$ cat src/sv/rah_pkg.sv
// Shared types, seeds and helper function of the rotate-add word hash.
package rah_pkg;

  // Seed values of the lanes and mixes after reset and after each hash.
  localparam logic [63:0] RST_A   = 64'd1;
  localparam logic [63:0] RST_B   = 64'd11;
  localparam logic [63:0] RST_C   = 64'd111;
  localparam logic [63:0] RST_D   = 64'd1111;
  localparam logic [63:0] RST_MIX = 64'd1111111111;
  localparam logic [63:0] RST_OFS = 64'd111111111;

  // Queue between the front and the back.
  localparam int unsigned QDEPTH = 2;
  localparam int unsigned QAW    = 1;

  // One command handed from the front to the back.
  typedef struct packed {
    logic             do_group;  // run a complete 32-byte group
    logic             do_final;  // then finish the message
    logic [3:0][63:0] words;     // group words, or the remaining words
    logic [63:0]      sum;       // sum of the four group words
    logic [4:0]       rem_bytes; // bytes left after the last group
    logic [63:0]      msg_len;   // message length in bytes
  } cmd_t;

  // Sequencer of the back part.
  typedef enum logic [4:0] {
    B_IDLE,
    B_GRP1,
    B_GRP2,
    B_FOLD1,
    B_FOLD2,
    B_S16A,
    B_S16B,
    B_S8A,
    B_S8B,
    B_TAIL,
    B_L1,
    B_L23,
    B_L45,
    B_L6,
    B_L78,
    B_L9,
    B_L1011,
    B_L12,
    B_DONE
  } back_state_t;

  // Rotate left by a nonzero constant amount.
  function automatic logic [63:0] rotl(input logic [63:0] x, input logic [5:0] s);
    logic [6:0] rs;
    rs = 7'd64 - {1'b0, s};
    return (x << s) | (x >> rs);
  endfunction

endpackage

$ cat src/sv/rah_front.sv
// Front part: takes words, buffers pending words and issues group and finish commands.
module rah_front (
  input  logic              clk,
  input  logic              rst,
  input  logic              in_valid,
  output logic              in_ready,
  input  logic [63:0]       data_word,
  input  logic [3:0]        byte_count,
  input  logic              last_word,
  output logic              push,
  output rah_pkg::cmd_t     cmd,
  input  logic              q_ready
);

  logic [63:0] pend [3];
  logic [1:0]  pcnt;
  logic [63:0] psum;
  logic [63:0] length;

  logic        accept;
  logic [3:0]  bc_c;
  logic [63:0] word_m;
  logic [63:0] len_next;

  assign in_ready = q_ready;
  assign accept   = in_valid && in_ready;

  // Clamp the byte count of the last word and clear bytes above it.
  always_comb begin
    bc_c = (byte_count > 4'd8) ? 4'd8 : byte_count;
    word_m = data_word;
    if (last_word) begin
      for (int k = 0; k < 8; k++) begin
        if (4'(k) >= bc_c) word_m[8*k +: 8] = 8'h00;
      end
    end
    len_next = length + (last_word ? {60'd0, bc_c} : 64'd8);
  end

  // Build the command for the back part.
  always_comb begin
    cmd.do_group = (pcnt == 2'd3) && (!last_word || (bc_c == 4'd8));
    cmd.do_final = last_word;
    cmd.sum      = psum + word_m;
    cmd.msg_len  = len_next;
    if (cmd.do_group) begin
      cmd.words     = {word_m, pend[2], pend[1], pend[0]};
      cmd.rem_bytes = 5'd0;
    end else begin
      for (int k = 0; k < 3; k++) begin
        cmd.words[k] = (2'(k) < pcnt) ? pend[k] : 64'd0;
      end
      cmd.words[3]       = 64'd0;
      cmd.words[pcnt]    = word_m;
      cmd.rem_bytes      = {pcnt, 3'b000} + {1'b0, bc_c};
    end
    push = accept && (last_word || (pcnt == 2'd3));
  end

  // Pending word buffer, partial sum and length counter.
  always_ff @(posedge clk) begin
    if (rst) begin
      pcnt   <= 2'd0;
      length <= 64'd0;
    end else if (accept) begin
      if (last_word) begin
        pcnt   <= 2'd0;
        length <= 64'd0;
      end else begin
        length <= len_next;
        if (pcnt == 2'd3) begin
          pcnt <= 2'd0;
        end else begin
          pcnt <= pcnt + 2'd1;
        end
      end
    end
  end

  always_ff @(posedge clk) begin
    if (accept && !last_word && (pcnt != 2'd3)) begin
      pend[pcnt] <= data_word;
      psum       <= (pcnt == 2'd0) ? data_word : psum + data_word;
    end
  end

endmodule

$ cat config.mk
export PLATFORM = sky130hd
export DESIGN_NAME = rah_front
export DESIGN_NICKNAME = d
export VERILOG_FILES = /design/src/sv/rah_pkg.sv /design/src/sv/rah_front.sv
export SDC_FILE = /design/constraint.sdc
export NUM_CORES = 1
export LEC_CHECK = 0
export ABC_AREA = 1
export BUFFER_PORTS_ARGS = -buffer_cell sky130_fd_sc_hd__buf_2
export CAP_MARGIN = 20
export CORE_MARGIN = 1.5
export CORE_UTILIZATION = 30
export CTS_BUF_LIST = sky130_fd_sc_hd__clkbuf_8
export CTS_CLUSTER_DIAMETER = 50
export DETAILED_ROUTE_END_ITERATION = 8
export GPL_TIMING_DRIVEN = 0
export SLEW_MARGIN = 15
export SYNTH_ARGS = -nofsm -noshare
export SYNTH_HDL_FRONTEND = slang
export SYNTH_SLANG_ARGS = --single-unit
$ cat constraint.sdc
create_clock -name clk -period 7.4 [get_ports clk]
set_input_delay 0 -clock clk [delete_from_list [all_inputs] [get_ports clk]]
set_output_delay 0 -clock clk [all_outputs]
set_load 0.05 [all_outputs]
Word-level counts from Yosys, hierarchy flattened:

Memory sizes are Yosys's and may differ from the RTL's.
Cells that the tools add are included.

* bits in writable memories: 192
* memories kept: 1
* register bits after elaboration: 130
* output and inout bits: 393

Memory list
* pend: depth 3, bits a word 64, read ports 3, clocked after memory_dff 0, wr ports 1, line rah_front.sv:15 `logic [63:0] pend [3];`

* add/subtract/negate cells: 5
* multiplexer cells: 25
* reductions and logical operators: 10
* equal/unequal tests: 3
* order comparisons: 14

Operator list (count)
* two-way mux 64 bit: 7
* bitwise mux 256 bit: 1
* two-way mux 256 bit: 1
* adder 64 bit: 2
* demux 64 bit (select 2 bit): 1
* adder 64 x 4 -> 64 bit: 1
* two-way mux 8 bit: 8
* greater-or-equal comparator 3 x 4 -> 1 bit (first input constant): 4
* greater-or-equal comparator 1 x 4 -> 1 bit (first input constant): 2
* greater-or-equal comparator 2 x 4 -> 1 bit (first input constant): 2
* two-way mux 4 bit: 2
* logical AND 1 bit: 6
* adder 5 x 4 -> 5 bit: 1
* two-way mux 5 bit: 1
* equality test 4 bit (second input constant): 1
* > comparator 4 bit (second input constant): 1
* less-than comparator 1 x 2 -> 1 bit (first input constant): 2
* two-way mux 2 bit: 2
* less-than comparator 2 x 3 -> 1 bit (second input constant): 1
* adder 2 x 1 -> 2 bit (second input constant): 1
* equality test 2 bit (second input constant): 1
* greater-or-equal comparator 2 x 1 -> 1 bit (second input constant): 1
* logical NOT 2 bit: 1
* logical OR 1 bit: 2
* 4 further kinds: 5

Longest topological paths before layout:

* depth in word-level cells: 7
* gate-level depth with buffers: 28

Worst setup path after synthesis:

No wires, ideal clock.

* kind: reg2reg
* from: register pcnt[0]
* to: memory pend[0][0], enable pin
* setup slack: 2.867 ns
* cell stages (with the launch flop): 8
* data required time: 6.913 ns
* arrival time: 4.046 ns
* buffers on the path: 3
* library setup time: 0.487 ns
* cells stage by stage: dfxtp_1 > inv_1 > ha_1 > clkbuf_1 > inv_1 > clkbuf_1 > clkbuf_1 > nor2_1

* longest elaborated chain between the ends: 4

RTL lines
* start, declared: line rah_front.sv:16 `logic [1:0] pcnt;`
* start signal, assigned: line rah_front.sv:74 `pcnt <= pcnt + 2'd1;`
* inequality test 2 bit: line rah_front.sv:81 `if (accept && !last_word && (pcnt != 2'd3)) begin`
* logical AND 1 bit: line rah_front.sv:81
* two-way mux 1 bit: line rah_front.sv:81
* two-way mux 1 bit (implied by the code): line rah_front.sv:82 `pend[pcnt] <= data_word;`
* end, declared: line rah_front.sv:15

Several ways; a longest one is shown, not always the timed one.

==> results.py <==
metrics = {
    "outcome": {
        "status": "completed",
    },
    "cts": {
        "cts_buffers": 60,
        "clk_latency_ps": 710,
        "ctsLongestPathBuffers": 3,
        "ctsRootBufferMaster": "clkbuf_8",
        "cts_resized": 0,
        "htree_levels": 2,
        "clkTransAtPathRegs_ps": 60,
        "post_cts_buffers": 0,
        "cts_num_sinks": 322,
        "cts_tree": "yes",
    },
    "die": {
        "die_y_um": 303,
        "die_w_um": 303,
        "pin_count": 466,
        "rows": 109,
        "core-area_mm2": 0.0888,
        "die_area_mm2": 0.0918,
        "start_util": 0.304,
    },
    "sta": {
        "fin_ws_ps": 2280,
        "fmax_mhz": 195,
        "post-route-min-period_ps": 5120,
        "worst_slew_pin_slew_ps": 1030,
        "fin_tns_setup_ps": 0,
        "setup_violations": 0,
        "hold_violations": 0,
        "rsz0062_at_grt": "false",
        "final-max-slew-violation-count": 0,
        "slew_headroom": 0.311,
        "fin_skew_ps": 52.8,
        "post-route-period-util": 0.692,
    },
    "synth": {
        "synth_cell_types": 46,
        "ys_ff_latch": 322,
        "syn_inst": 4198,
        "ys.warnings.count": 0,
        "synth_fp_nets": 4414,
        "synth.top_cell.area_share": 0.285,
        "synth_area_mm2": 0.0270,
        "yosysSeqAreaShare": 0.334,
        "synthTopCellsByCount": "nand2_1 (1354), inv_1 (818), nor2_1 (457)",
        "synthTopCellsByArea": "edfxtp_1 (28%), nand2_1 (19%), inv_1 (11%), ha_1 (6.5%), nor2_1 (6.4%)",
        "synth.largest_area_cell": "edfxtp_1",
        "synth_flop_cell": "edfxtp_1",
        "synth_edf_count": 256,
        "synthArstFlopShare": 0,
        "syn_avg_cell_area_um2": 6.43,
        "synth.most_common_cell": "nand2_1",
    },
    "power": {
        "p_int_w": 0.00328,
        "ir_drop_mv": 0.132,
        "combPwrFrac": 0.323,
        "power_frac_seq": 0.366,
        "leakage_nw": 16.6,
        "p_per_area_mw_per_mm2": 167,
        "p_clk_frac": 0.310,
        "p_total_w": 0.00547,
        "p_switching_w": 0.00220,
        "swShare": 0.402,
    },
    "placement": {
        "dp.cells": 5836,
        "gp_congestion": 0.990,
        "preCtsSetupSlack_ps": 2990,
        "dp_hpwl_um": 101000,
        "port-buffer-count": 464,
    },
    "cells_and_area": {
        "diodes": 0,
        "nFillCells": 9824,
        "num-nets-final": 5017,
        "drive_above_1_share": 0.130,
        "stdcell_count": 6017,
        "multiInputGateArea_mm2": 0.0146,
        "syn_to_final_growth_pct": 21.7,
        "ff_latch_area_mm2": 0.00901,
        "post-route-util": 0.370,
    },
    "worst_setup_path": {
        "crit_family": "simple AND/OR/NAND/NOR gates",
        "arrival_ps": 5120,
        "critPathBufInv": 10,
        "crit_type": "in -> out",
        "cp-start-kind": "primary input",
        "cp.required_ps": 7400,
        "slowest_stage": "ha_1",
        "critPathMaxStageDelay_ps": 540,
        "cp_common_cell": "nand2_1",
        "end_kind": "primary output",
        "path_max_fanout": 10,
    },
    "drt": {
        "route.detailed.drc": 0,
        "drtPass1Iterations": 6,
        "wire_per_inst_um": 20.1,
        "vias": 29500,
        "viasPerCell": 4.90,
        "ant_nets": 0,
        "routed_wl_um": 121000,
        "drtIter0Drc": 2257,
    },
    "global_route": {
        "grt_max_degree": 39,
        "grt_pass1_wl_um": 174000,
        "antenna_found_initial": 3,
        "overflow": 0,
        "grt_pass1_vias": 28400,
        "track_usage": 0.255,
    },
    "run": {
        "maxCapViolCount": 0,
    },
    "min_path": {
        "min_path_type": "in -> reg",
    },
}
[cell families (layout without fill, tap and decap cells)]
| kind of cell | after synthesis | after routing | synth area share |
|---|---|---|---|
| AOI/OAI and AO/OA | 526 | 526 | 0.108 |
| xor gates and xnor gates | 89 | 89 | 0.0294 |
| adders and majority gates | 143 | 143 | 0.0671 |
| buffers and inverters | 917 | 1571 | 0.129 |
| DFF | 322 | 322 | 0.334 |
| and+or+nand+nor | 2201 | 2201 | 0.333 |
[what timing repair did]
action | in CTS | in global routing
endpoints found under the setup margin | 0 | 0
hold buffers | 68 | 0
hold endpoints to repair | 292 | 0
[layer usage]
metal  GRT usage  share of wire  wire length (um)
met5           0       0.000083                10
met4      0.0943          0.039              4730
met3      0.0386          0.060              7290
met2       0.445           0.48             57800
met1       0.318           0.42             51200
[power by group through the flow]
stage	clock network (W)	registers, W	logic (W)
floorplan	0	0.00204	0.00116
detailed placement	0	0.00204	0.00173
global route	0.00181	0.00201	0.00190
global placement	0	0.00205	0.00172
CTS	0.00174	0.00200	0.00176
finish	0.00170	0.00201	0.00177
[cell type report]
| type | count | share of cell area |
|---|---|---|
| well taps | 1165 | 0.0444 |
| plain buffers | 83 | 0.0104 |
| repair buffers | 541 | 0.0972 |
| clock buffers | 62 | 0.0260 |
| clock inverters | 51 | 0.00914 |
| flip-flops and latches | 322 | 0.274 |
| inverters | 834 | 0.0954 |
| multi-input cells | 2959 | 0.443 |
[sequential cells by signal, indices dropped and copies added, names as in the netlist]
register	cells
pend	192
length	64
psum	64
pcnt	2
[path summary, 6_finish.rpt]
path              from          end  slack (ps)  cells after the start
min            q_ready   length[14]          70                      5
max reg2reg    pcnt[1]  pend[0][38]        3590                      8
max          last_word     cmd[128]        2280                     28
min reg2reg  length[3]    length[3]         480                      2
[metrics by stage]
step	instance area (um2)	hold WS, ps
finish	32800	71.6
global route	32800	91.8
CTS	32800	4.34
detailed placement	31000	269
global placement	30800	267
floorplan	27000	98.9
[worst reg2reg max path: cells and delay by family, from the launching register on]
kind	cells	cell delay, ps
buffers and inverters	6	2180
flip-flops	1	400
AND/OR/NAND/NOR	1	690
adder cells (fa/ha/maj)	1	160
[cells in the final DEF, fill, tap and decap left out, types with 7 or more instances in the layout]
master / count
a21oi_1: 192
and2_1: 26
buf_1: 8
buf_12: 8
buf_2: 469
clkbuf_1: 65
clkbuf_8: 62
clkinv_1: 14
clkinv_2: 13
dfxtp_1: 66
dlygate4sd3_1: 68
edfxtp_1: 256
ha_1: 140
inv_1: 832
inv_2: 16
nand2_1: 1354
nand3_1: 207
nand4_1: 47
nor2_1: 454
nor2_2: 7
nor2_4: 9
nor3_1: 60
o21ai_0: 148
o21ai_1: 14
o21bai_1: 18
o22ai_1: 130
or2_2: 7
xnor2_1: 34
xor2_1: 53
Note: power is estimated with default switching activity, not from simulation.
