**config.mk**
```make
export PLATFORM = sky130hd
export DESIGN_NAME = rah_queue
export DESIGN_NICKNAME = d
export VERILOG_FILES = /design/src/sv/rah_pkg.sv /design/src/sv/rah_queue.sv
export SDC_FILE = /design/constraint.sdc
export NUM_CORES = 1
export LEC_CHECK = 0
export CORE_AREA = 5 5 300 302
export DETAILED_ROUTE_END_ITERATION = 8
export DIE_AREA = 0 0 305 307
export DONT_BUFFER_PORTS = 1
export GPL_ROUTABILITY_DRIVEN = 0
export GPL_TIMING_DRIVEN = 0
export SETUP_SLACK_MARGIN = 0.2
export SKIP_LAST_GASP = 1
export SLEW_MARGIN = 40
export SYNTH_ARGS = -nofsm -noshare
export SYNTH_HDL_FRONTEND = slang
export SYNTH_SLANG_ARGS = --single-unit
```
**constraint.sdc**
```tcl
create_clock -name clk -period 15.05 [get_ports clk]
set_input_delay 3.01 -clock clk [delete_from_list [all_inputs] [get_ports clk]]
set_output_delay 3.01 -clock clk [all_outputs]
set_load 0.005 [all_outputs]
```
**src/sv/rah_pkg.sv**
```systemverilog
// Shared types, seeds and helper function of the rotate-add word hash.
package rah_pkg;

  // Seed values of the lanes and mixes after reset and after each hash.
  localparam logic [63:0] RST_A   = 64'd1;
  localparam logic [63:0] RST_B   = 64'd11;
  localparam logic [63:0] RST_C   = 64'd111;
  localparam logic [63:0] RST_D   = 64'd1111;
  localparam logic [63:0] RST_MIX = 64'd1111111111;
  localparam logic [63:0] RST_OFS = 64'd111111111;

  // Queue between the front and the back.
  localparam int unsigned QDEPTH = 2;
  localparam int unsigned QAW    = 1;

  // One command handed from the front to the back.
  typedef struct packed {
    logic             do_group;  // run a complete 32-byte group
    logic             do_final;  // then finish the message
    logic [3:0][63:0] words;     // group words, or the remaining words
    logic [63:0]      sum;       // sum of the four group words
    logic [4:0]       rem_bytes; // bytes left after the last group
    logic [63:0]      msg_len;   // message length in bytes
  } cmd_t;

  // Sequencer of the back part.
  typedef enum logic [4:0] {
    B_IDLE,
    B_GRP1,
    B_GRP2,
    B_FOLD1,
    B_FOLD2,
    B_S16A,
    B_S16B,
    B_S8A,
    B_S8B,
    B_TAIL,
    B_L1,
    B_L23,
    B_L45,
    B_L6,
    B_L78,
    B_L9,
    B_L1011,
    B_L12,
    B_DONE
  } back_state_t;

  // Rotate left by a nonzero constant amount.
  function automatic logic [63:0] rotl(input logic [63:0] x, input logic [5:0] s);
    logic [6:0] rs;
    rs = 7'd64 - {1'b0, s};
    return (x << s) | (x >> rs);
  endfunction

endpackage

```
**src/sv/rah_queue.sv**
```systemverilog
// Short command queue between the front and the back.
module rah_queue (
  input  logic          clk,
  input  logic          rst,
  input  logic          push,
  input  rah_pkg::cmd_t push_cmd,
  output logic          q_ready,
  input  logic          pop,
  output logic          q_valid,
  output rah_pkg::cmd_t pop_cmd
);

  rah_pkg::cmd_t                mem [rah_pkg::QDEPTH];
  logic [rah_pkg::QAW-1:0]      wr_ptr;
  logic [rah_pkg::QAW-1:0]      rd_ptr;
  logic [rah_pkg::QAW:0]        count;
  logic                         do_push;
  logic                         do_pop;

  assign q_ready = (count != (rah_pkg::QAW+1)'(rah_pkg::QDEPTH));
  assign q_valid = (count != '0);
  assign pop_cmd = mem[rd_ptr];
  assign do_push = push && q_ready;
  assign do_pop  = pop && q_valid;

  // Entry storage.
  always_ff @(posedge clk) begin
    if (do_push) mem[wr_ptr] <= push_cmd;
  end

  // Pointers and fill count.
  always_ff @(posedge clk) begin
    if (rst) begin
      wr_ptr <= '0;
      rd_ptr <= '0;
      count  <= '0;
    end else begin
      if (do_push) wr_ptr <= wr_ptr + 1'b1;
      if (do_pop) rd_ptr <= rd_ptr + 1'b1;
      if (do_push && !do_pop) begin
        count <= count + 1'b1;
      end else if (!do_push && do_pop) begin
        count <= count - 1'b1;
      end
    end
  end

`ifndef SYNTHESIS
  a_count_bound: assert property (@(posedge clk) disable iff (rst)
    count <= (rah_pkg::QAW+1)'(rah_pkg::QDEPTH))
    else $error("command queue count above its depth");
`endif

endmodule

```
; After elaboration in Yosys (flattened, before gate mapping)
; Memory sizes are Yosys's and may differ from the RTL's. A register that Yosys moved wholly into a read port is not among the register bits.
; Cells that the tools add are included.
[totals]
out_inout_bits = 393
n_memories = 1
word_cells = 23
inputBits = 395
ramBits = 782
ff_bits = 4
[memory_table]
columns = name, words, width, rd, rd_ports_with_merged_regs, wr, line_no
row1 = mem, 2, 391, 1, 1, 1, rah_queue.sv:13  ; rah_pkg::cmd_t mem [rah_pkg::QDEPTH];
[classes]
n_reduce_logical = 8
n_mux = 6
addsub = 4
eq_ne = 1
[ops]
columns = cell, n
row1 = $logic_and 1x1->1, 4
row2 = $mux 1, 4
row3 = $mux 2, 2
row4 = $reduce_bool 2->1, 2
row5 = $add 1x1->1 const B, 2
row6 = $add 2x1->2 const B, 1
row7 = $logic_not 1->1, 2
row8 = $ne 2x2->1 const B, 1
row9 = $sub 2x1->2 const B, 1

; Logic depth before layout (Yosys ltp)
; Gate-level depths: netlist of the first run.
[logic_depth]
word_depth = 6
depth_mapped = 6
ltp_nobuf = 6

; Worst setup path after synthesis of the first run
; Ideal clock, no wire load.
[synth_path]
kind = input-to-reg
startpoint = input port push
endpoint = memory mem[1][0] (netlist name) (enable)
setup_ns = 0.807
stages = 1
t_arrival_ns = 11.933
n_path_buf = 0
required_ns = 14.243
slack_ns = 2.310
path_cell_list = and3_1
[synth_via]
elab_chain_len = 3
[synth_lines]
columns = item, line_no
row1 = "start, declared", rah_queue.sv:5  ; input logic push,
row2 = $logic_and 1x1->1, rah_queue.sv:23  ; assign do_push = push && q_ready;
row3 = $mux 1, rah_queue.sv:28  ; if (do_push) mem[wr_ptr] <= push_cmd;
row4 = $mux 1 (implied by the code), rah_queue.sv:28
row5 = "end, declared", rah_queue.sv:13
; No other way between the ends.

==> results.yml, run 1 <==
route:
  final_antenna_net_count: 0
  route.detailed.drc: 0
  wl_per_cell_um: 26.1
  vias_per_cell: 4.59
  drt_iter0_drc: 521
  drt_first_pass_iters: 4
  num_vias: 11845
  wl_mm: 67.2
pwr:
  power.share.sequential_pct: 44.7
  cellPowerDensity_nw_per_um2: 179
  ir_drop_mv: 0.129
  p_int_mw: 4.65
  clock_power_share_pct: 31.7
  swShare_pct: 25.6
  leakagePower_nw: 12.0
  finalPower_mw: 6.25
  switching_power_mw: 1.60
  combPwrFrac_pct: 23.6
worst_setup_path:
  cpPeakStageDelay_ns: 0.39
  slowest_stage: "mux2_4"
  path_class: "flop to output pin"
  arrival_ns: 2.02
  cp-start-kind: "flop"
  worstPathRequired_ns: 12.04
  crit_chain: "buf_6 > buf_12 > buf_12 > mux2_4"
  cpLargestDelayFamily: "buffers and inverters"
  critPathCaptureType: "output pin"
  crit_buf_inv: 3
  cpMostUsedCell: "buf_12"
  cp_max_fo: 10
synth:
  synth_compound_area_share_pct: 0.0986
  synth.distinct_cells: 19
  synthSimpleGateAreaFrac_pct: 0.164
  yosys.area_share.adder_pct: 0.0411
  synth_area_per_cell_um2: 24.5
  syn_nets: 1637
  synth_top_area_share_pct: 77.1
  yosysSeqAreaShare_pct: 77.5
  synthTopCellsByArea: "edfxtp_1, mux2_4, buf_12, dfxtp_1, xor2_1"
  yosysWarnings: 0
  ys_ff_latch: 787
  synth_area_um2: 30400
  synth_xor_area_share_pct: 0.0863
  netlist.top_cell.by_area: "edfxtp_1"
  synth_top_family_by_area: "multiplexers"
  synth.area.mux_share_pct: 19.3
  synth_cells: 1241
global_route:
  grt_overflow: 0
  grt_pass1_wl_mm: 92.2
  grt_pass1_vias: 12815
  grtUsageTotal_pct: 13.7
  antenna_found_initial: 3
  grt_max_degree: 75
placement:
  port_buffers: 0
  place_area_um2: 32300
  dp.cells: 2421
  place_ws_ns: 9.94
  place_hpwl_mm: 50.2
timing:
  worst_slew_pin_slew_ns: 0.557
  hold_viol: 0
  fmaxAchievable_mhz: 199
  fin_worst_skew_ns: 0.0248
  setup_violations: 0
  slew_headroom_pct: 62.9
  period_needed_ns: 5.03
  rsz0062_at_grt: "no"
  finalCritPeriodShare_pct: 33.4
  fin_ws_ns: 10.02
  slew_viol_final: 0
cts:
  clk_latency_ns: 0.63
  cts_resized: 0
  cts_buffer_depth: 3
  numCtsBuffers: 83
  cts_setup_buffers: 0
  clock-root-buffer: "clkbuf_16"
  clkSlewWorstSetupHoldPaths_ns: 0.06
  cts.sinks: 787
  ctsHoldBuffers: 0
  cts_htree_levels: 3
  cts_tree: "done"
die:
  die_x_um: 305
  pin_count: 788
  row_count: 109
  die_h_um: 307
  start_util_pct: 34.8
  die-area_um2: 93600
  core_um2: 87400
run:
  max_cap_viol_count: 0
layout:
  area_growth_pct: 14.8
  drive_gt1_share_pct: 40.8
  fin_area_um2: 35000
  fin_nets: 1737
  fin_cells: 2578
run_status:
  status: "finished clean"
worst_hold_path:
  hold_path.class: "flop to flop"
-- cell type report --
class                   instances  area, um^2
flip-flops and latches        787       23600
plain buffers                  44         872
diodes                          2        5.00
clock inverters                53         494
multi-input cells             409        5990
inverters                       1        11.3
well taps                    1165        1460
repair buffers                 15         338
fillers                      7568       52500
clock buffers                 102        2210
-- power by group through the flow --
| stage | registers (mW) | clock network [mW] | logic [mW] |
|---|---|---|---|
| after global placement | 3.03 | 0 | 1.48 |
| after detailed placement | 2.85 | 0 | 1.52 |
| final | 2.80 | 1.98 | 1.47 |
| after floorplan | 2.95 | 0 | 1.13 |
| after global routing | 2.82 | 2.16 | 1.56 |
| after CTS | 2.80 | 2.05 | 1.53 |
-- logic make-up after synthesis --
logic type / Yosys count
buffers and inverters: 45
AOI/OAI and AO/OA: 5
xor gates and xnor gates: 3
and+or+nand+nor: 9
muxes: 391
adders and majority gates: 1
DFF: 787
-- flip-flops by register name, indices dropped and copies added, names as in the netlist, named ones only --
name / cells
rd_ptr: 1
count: 2
mem: 782
wr_ptr: 1
-- through the flow --
step | util [%] | TNS (ns) | hold slack (ns)
3_3_place_gp | 36.5 | -998.05 | 0.498
6_report | 40.0 | 0 | 0.514
2_1_floorplan | - | 0 | 0.471
3_5_place_dp | 36.9 | 0 | 0.500
4_1_cts | 40.0 | 0 | 0.518
5_1_grt | 40.0 | 0 | 0.551
-- final timing paths --
path | start | to | slack (ns) | cells after the start
max reg2reg | count[0] | mem[1][147] | 12.21 | 6
max | flop | pop_cmd[242] | 10.02 | 4
min reg2reg | count[1] | count[1] | 0.51 | 2
min | count[1] | count[1] | 0.51 | 2
-- tightest hold or removal path, delay by kind of cell (launching register included) --
family / cells / cell delay, ns
compound gates: 2 / 0.15
flops: 1 / 0.33
-- cell usage in the layout (no fill, tap or decap), types with 2 or more instances in the layout --
cell type / count
edfxtp_1: 782
mux2_4: 390
clkbuf_16: 86
buf_12: 53
clkinv_1: 18
clkbuf_1: 16
clkinv_2: 12
clkinvlp_4: 9
bufinv_16: 7
dfxtp_1: 5
buf_16: 5
inv_8: 3
xor2_1: 3
nor2_1: 3
clkinv_8: 3
diode_2: 2
o21ai_0: 2
a21oi_1: 2
-- per-layer routing --
layer	GRT usage [%]	vias to the layer above	routed length (um)
met5	0	-	26
met4	4.74	4	1740
met3	8.93	99	9650
li1	-	5191	-
met1	11.9	5951	19900
met2	25.1	600	35900
-- cell usage after synthesis (all sizes together) --
| cell | count |
|---|---|
| edfxtp | 782 |
| mux2 | 391 |
| buf | 44 |
| dfxtp | 5 |
| nor2 | 3 |
| xor2 | 3 |
| a21oi | 2 |
| o21ai | 2 |
| a21bo | 1 |
| and2 | 1 |
| and3 | 1 |
| ha | 1 |
| inv | 1 |
| nand2b | 1 |
| nand3b | 1 |
| or2 | 1 |
| or3 | 1 |
Note: power is estimated with default switching activity, not from simulation.
==> inputs of run 2 (changes only) <==
--- a/config.mk
+++ b/config.mk
@@ -5,9 +5,9 @@
 export SDC_FILE = /design/constraint.sdc
 export NUM_CORES = 1
 export LEC_CHECK = 0
-export CORE_AREA = 5 5 300 302
+export CORE_AREA = 5 5 299 301
 export DETAILED_ROUTE_END_ITERATION = 8
-export DIE_AREA = 0 0 305 307
+export DIE_AREA = 0 0 304 306
 export DONT_BUFFER_PORTS = 1
 export GPL_ROUTABILITY_DRIVEN = 0
 export GPL_TIMING_DRIVEN = 0
==> constraint.sdc (replaced) <==
create_clock -name clk -period 4.45 [get_ports clk]
set_input_delay 0.89 -clock clk [delete_from_list [all_inputs] [get_ports clk]]
set_output_delay 0.89 -clock clk [all_outputs]
set_load 0.005 [all_outputs]
==> results.yml, run 2 (same netlist as run 1, synthesis figures left out) <==
run:
  max_cap_viol_count: 0
pwr:
  ir_drop_mv: 0.352
  clock_power_share_pct: 30.3
  p_int_mw: 15.6
  leakagePower_nw: 12.1
  switching_power_mw: 5.46
  power.share.sequential_pct: 45.0
  swShare_pct: 26.0
  cellPowerDensity_nw_per_um2: 599
  combPwrFrac_pct: 24.7
route:
  wl_per_cell_um: 27.1
  route.detailed.drc: 0
  final_antenna_net_count: 0
  wl_mm: 70.1
  drt_iter0_drc: 703
  drt_first_pass_iters: 4
  vias_per_cell: 4.65
  num_vias: 12033
worst_setup_path:
  cpMostUsedCell: "buf_12"
  r2r_start: "count[0]"
  arrival_ns: 1.92
  cp-start-kind: "flop"
  cpLargestDelayFamily: "buffers and inverters"
  crit_buf_inv: 3
  cp_max_fo: 10
  slowest_stage: "mux2_4"
  path_class: "flop to output pin"
  critPathCaptureType: "output pin"
  cpPeakStageDelay_ns: 0.37
  worstPathRequired_ns: 3.56
  crit_chain: "buf_6 > buf_12 > buf_12 > mux2_4"
cts:
  cts_resized: 0
  cts_tree: "done"
  cts_buffer_depth: 3
  cts.sinks: 787
  numCtsBuffers: 83
  clk_latency_ns: 0.63
  clkSlewWorstSetupHoldPaths_ns: 0.06
  clock-root-buffer: "clkbuf_16"
  cts_setup_buffers: 0
  ctsHoldBuffers: 0
  cts_htree_levels: 3
timing:
  slew_headroom_pct: 63.7
  finalCritPeriodShare_pct: 63.2
  fmaxAchievable_mhz: 355
  fin_ws_ns: 1.64
  period_needed_ns: 2.81
  fin_worst_skew_ns: 0.0293
  hold_viol: 0
  rsz0062_at_grt: "no"
  setup_violations: 0
  slew_viol_final: 0
  worst_slew_pin_slew_ns: 0.545
layout:
  fin_cells: 2585
  largest_register: "mem"
  fin_nets: 1751
  fillCellCount: 7402
  largest_reg_flops: 782
  reg_top3: "mem x782, count x2"
  drive_gt1_share_pct: 41.0
  final_cell_mix: "edfxtp_1, mux2_4, clkbuf_16"
  layout_commonest_cell: "edfxtp_1"
  regArea_um2: 23600
  multi_input_area_um2: 5990
  area_growth_pct: 15.4
die:
  die_x_um: 304
  die_h_um: 306
  pin_count: 788
  start_util_pct: 35.3
  die-area_um2: 93000
  core_um2: 86300
  row_count: 108
run_status:
  status: "finished clean"
global_route:
  grt_pass1_wl_mm: 96.6
  grt_pass1_vias: 12914
  grt_overflow: 0
  antenna_found_initial: 9
  grt_max_degree: 44
  grtUsageTotal_pct: 14.4
worst_hold_path:
  hp-start: "rst"
  hold_path.class: "input port to flop"
placement:
  place_hpwl_mm: 52.6
  place_ws_ns: 1.52
  port_buffers: 0
  dp.cells: 2425
==> run 2: cell count changes in the layout (fill, tap and decap cells not counted), sizes merged <==
cell	before	now
buf	59	73
diode	2	12
bufinv	7	1
clkbuf	102	108
clkinvlp	9	4
clkinv	34	32
==> run 2: worst register-to-register path, delay by kind of cell, from the launching register on <==
kind / cells / cell delay [ns]
DFF: 1 / 0.41
and+or+nand+nor: 2 / 0.48
buffers and inverters: 7 / 1.56
==> run 2: area by class of cell <==
| type | instances | area share, % |
|---|---|---|
| sequential | 787 | 67.1 |
| multi-input combinational | 409 | 17.1 |
| clock buffer | 108 | 6.45 |
| tap | 1155 | 4.11 |
| buffer | 44 | 2.48 |
| timing repair buffer | 29 | 1.89 |
| clock inverter | 40 | 0.773 |
| antenna | 12 | 0.0855 |
| inverter | 1 | 0.0214 |
==> run 2: final timing paths <==
kind | cells after the start | slack [ns] | endpoint
worst max-delay path | 4 | 1.64 | pop_cmd[112]
worst min-delay path | 1 | 0.32 | wr_ptr
worst min register to register | 2 | 0.51 | rd_ptr
worst max register to register | 9 | 1.69 | mem[0][387]
==> run 2: layer usage <==
| metal | GRT usage (%) | vias up | wire [um] |
|---|---|---|---|
| li1 | - | 5228 | - |
| met1 | 12.9 | 6096 | 21100 |
| met2 | 25.9 | 608 | 37300 |
| met3 | 9.57 | 95 | 9960 |
| met4 | 5.35 | 6 | 1740 |
| met5 | 0 | - | 34 |
==> run 2: power by group through the flow <==
stage	Combinational (mW)	Sequential, mW	Clock [mW]
floorplan	3.81	9.77	0
global placement	5.02	9.93	0
detailed placement	5.35	9.62	0
CTS	5.37	9.47	6.59
global route	5.47	9.53	6.94
finish	5.20	9.45	6.37
==> run 2: stage by stage <==
| stage | hold slack, ns | power [mW] | cell area [um^2] | utilization (%) | TNS (ns) |
|---|---|---|---|---|---|
| floorplan | 0.471 | 13.6 | 30500 | - | -1106.06 |
| global placement | 0.509 | 15.0 | 31900 | 36.9 | -2835.34 |
| detailed placement | 0.503 | 15.0 | 32600 | 37.7 | 0 |
| CTS | 0.248 | 21.4 | 35100 | 40.6 | 0 |
| global route | 0.269 | 21.9 | 35100 | 40.7 | 0 |
| finish | 0.317 | 21.0 | 35100 | 40.7 | 0 |
==> inputs of run 3 (changes only) <==
--- a/config.mk
+++ b/config.mk
@@ -5,6 +5,7 @@
 export SDC_FILE = /design/constraint.sdc
 export NUM_CORES = 1
 export LEC_CHECK = 0
+export ABC_AREA = 1
 export CORE_AREA = 5 5 299 301
 export DETAILED_ROUTE_END_ITERATION = 8
 export DIE_AREA = 0 0 304 306
==> constraint.sdc (replaced) <==
create_clock -name clk -period 2.3 [get_ports clk]
set_input_delay 0.46 -clock clk [delete_from_list [all_inputs] [get_ports clk]]
set_output_delay 0.46 -clock clk [all_outputs]
set_load 0.005 [all_outputs]
==> results.yml, run 3 <==
global_route:
  grtUsageTotal_pct: 14.8
  grt_pass1_wl_mm: 103
  use_met3_pct: 6.23
  grt_overflow: 0
  grt_use_met2_pct: 27.1
  met1_usage_pct: 14.9
  antenna_found_initial: 5
  grt_max_degree: 23
  grt-busiest-layer: "met2"
  grt_pass1_vias: 15133
synth:
  synth_cells: 1254
  synthTopCellsByArea: "edfxtp_1, mux2_4, buf_12, dfxtp_1, nand2_1"
  ys_ff_latch: 787
  syn_nets: 1650
  synth_top_area_share_pct: 77.1
  synth_area_um2: 30500
  synth_area_per_cell_um2: 24.3
  synth.distinct_cells: 14
  synth-edff-count: 782
  async_flop_share_pct: 0
  netlist.top_cell.by_area: "edfxtp_1"
  yosysWarnings: 0
  synthFlopType: "edfxtp_1"
  yosysSeqAreaShare_pct: 77.4
  yosys-top-cells-count: "edfxtp_1, mux2_4, buf_12"
  post-synth-top-count-cell: "edfxtp_1"
timing:
  period_needed_ns: 2.34
  hold_viol: 0
  slew_viol_final: 0
  hold_slack_ns: 0.180
  slew_headroom_pct: 80.3
  fin_ws_ns: -0.0414
  setup_violations: 113
  tns_ns: -1.97
  rsz0062_at_grt: "yes"
  finalCritPeriodShare_pct: 102
  worst_slew_pin_slew_ns: 0.294
  fmaxAchievable_mhz: 427
  fin_worst_skew_ns: 0.0125
layout:
  reg_top3: "mem x782, count x2"
  area_growth_pct: 34.1
  fin_nets: 2285
  fillCellCount: 6944
  layout_commonest_cell: "edfxtp_1"
  drive_gt1_share_pct: 36.5
  final_cell_mix: "edfxtp_1, dlygate4sd3_1, mux2_4"
  largest_reg_flops: 782
  fin_cells: 3112
  largest_register: "mem"
route:
  vias_per_cell: 4.58
  drt_iter0_drc: 695
  wl_mm: 73.2
  wl_per_cell_um: 23.5
  num_vias: 14251
  drt_first_pass_iters: 5
  route.detailed.drc: 0
  final_antenna_net_count: 0
die:
  core_um2: 86300
  die_h_um: 306
  row_count: 108
  pin_count: 788
  die-area_um2: 93000
  start_util_pct: 35.3
  die_x_um: 304
worst_setup_path:
  worstPathRequired_ns: 1.84
  cpMostUsedCell: "buf_12"
  arrival_ns: 1.88
  critPathCaptureType: "output pin"
  crit_buf_inv: 4
  cpLargestDelayFamily: "buffers and inverters"
  slowest_stage: "dfxtp_2"
  cpPeakStageDelay_ns: 0.34
  cp-start-kind: "flop"
  path_class: "flop to output pin"
  crit_chain: "buf_12 > buf_12 > buf_16 > buf_12 > mux2_4"
  cp_max_fo: 10
placement:
  place_hpwl_mm: 52.1
  port_buffers: 0
  dp.cells: 2455
worst_hold_path:
  hold_path.class: "input port to flop"
pwr:
  leakagePower_nw: 14.8
  cellPowerDensity_nw_per_um2: 1050
  ir_drop_mv: 0.782
cts:
  cts_tree: "done"
  cts.sinks: 787
  numCtsBuffers: 84
  clkSlewWorstSetupHoldPaths_ns: 0.06
  clock-root-buffer: "clkbuf_16"
  cts_buffer_depth: 3
  clk_latency_ns: 0.63
  cts_htree_levels: 3
run:
  max_cap_viol_count: 0
run_status:
  status: "complete, but fails checks"
  violations: "setup timing"
==> run 3: kinds of logic (layout without fill, tap and decap cells) <==
| group | count (synthesis) | count (layout) | synth area share, % |
|---|---|---|---|
| other cells | 0 | 2 | 0 |
| compound gates | 4 | 4 | 0.0657 |
| buf+inv | 52 | 753 | 2.96 |
| mux | 391 | 391 | 19.3 |
| simple gates | 19 | 19 | 0.251 |
| fa+ha+maj | 1 | 1 | 0.0411 |
| flops | 787 | 787 | 77.4 |
==> run 3: final cells by class <==
cell class,instances,area [um^2],area share (%)
flip-flops and latches,787,23600,57.7
repair buffers,549,6170,15.1
multi-input cells,415,6010,14.7
clock buffers,100,2270,5.55
well taps,1155,1450,3.54
plain buffers,44,881,2.16
clock inverters,52,458,1.12
inverters,8,32.5,0.0796
diodes,2,5.00,0.0123
==> run 3: report_power, final <==
| group | internal, mW | switching [mW] |
|---|---|---|
| Sequential | 18.1 | 0.463 |
| Clock | 7.91 | 5.25 |
| Combinational | 6.07 | 5.07 |
==> run 3: per-layer routing <==
metal | wire, um | vias up
li1 | - | 6300
met1 | 25000 | 7209
met2 | 39100 | 594
met3 | 6430 | 144
met4 | 2680 | 4
met5 | 27 | -
==> run 3: metrics by stage <==
step	cell area, um^2	power (mW)	setup WS [ns]	util (%)
after floorplan	30500	25.7	-4.42	-
after detailed placement	32900	28.3	-0.633	38.1
after global placement	31900	26.5	-7.45	37.0
after global routing	40800	44.5	-0.139	47.3
after CTS	40100	42.8	-0.141	46.4
final	40900	42.9	-0.0414	47.3
==> run 3: final timing paths <==
path / startpoint / to / slack, ns / cells after the start
max: flop / pop_cmd[250] / -0.04 / 5
min reg2reg: rd_ptr / flop / 0.52 / 2
max reg2reg: count[0] / mem[0][127] / 0.14 / 14
min: pop / count[0] / 0.18 / 3
==> run 3: worst min-delay path: cells and delay by family <==
| kind | cells | cell delay (ns) |
|---|---|---|
| adders and majority gates | 1 | 0.17 |
| AOI/OAI and AO/OA | 1 | 0.08 |
| and+or+nand+nor | 1 | 0.05 |
==> run 3: timing repair <==
action / 4_1_cts / 5_1_grt
hold buffers: 394 / 0
resized for setup: 27 / 7
hold endpoints to repair: 787 / 0
setup buffers: 23 / 74
pin swaps: 3 / 2
gates cloned: 5 / 7
endpoints found under the setup margin: 775 / 652
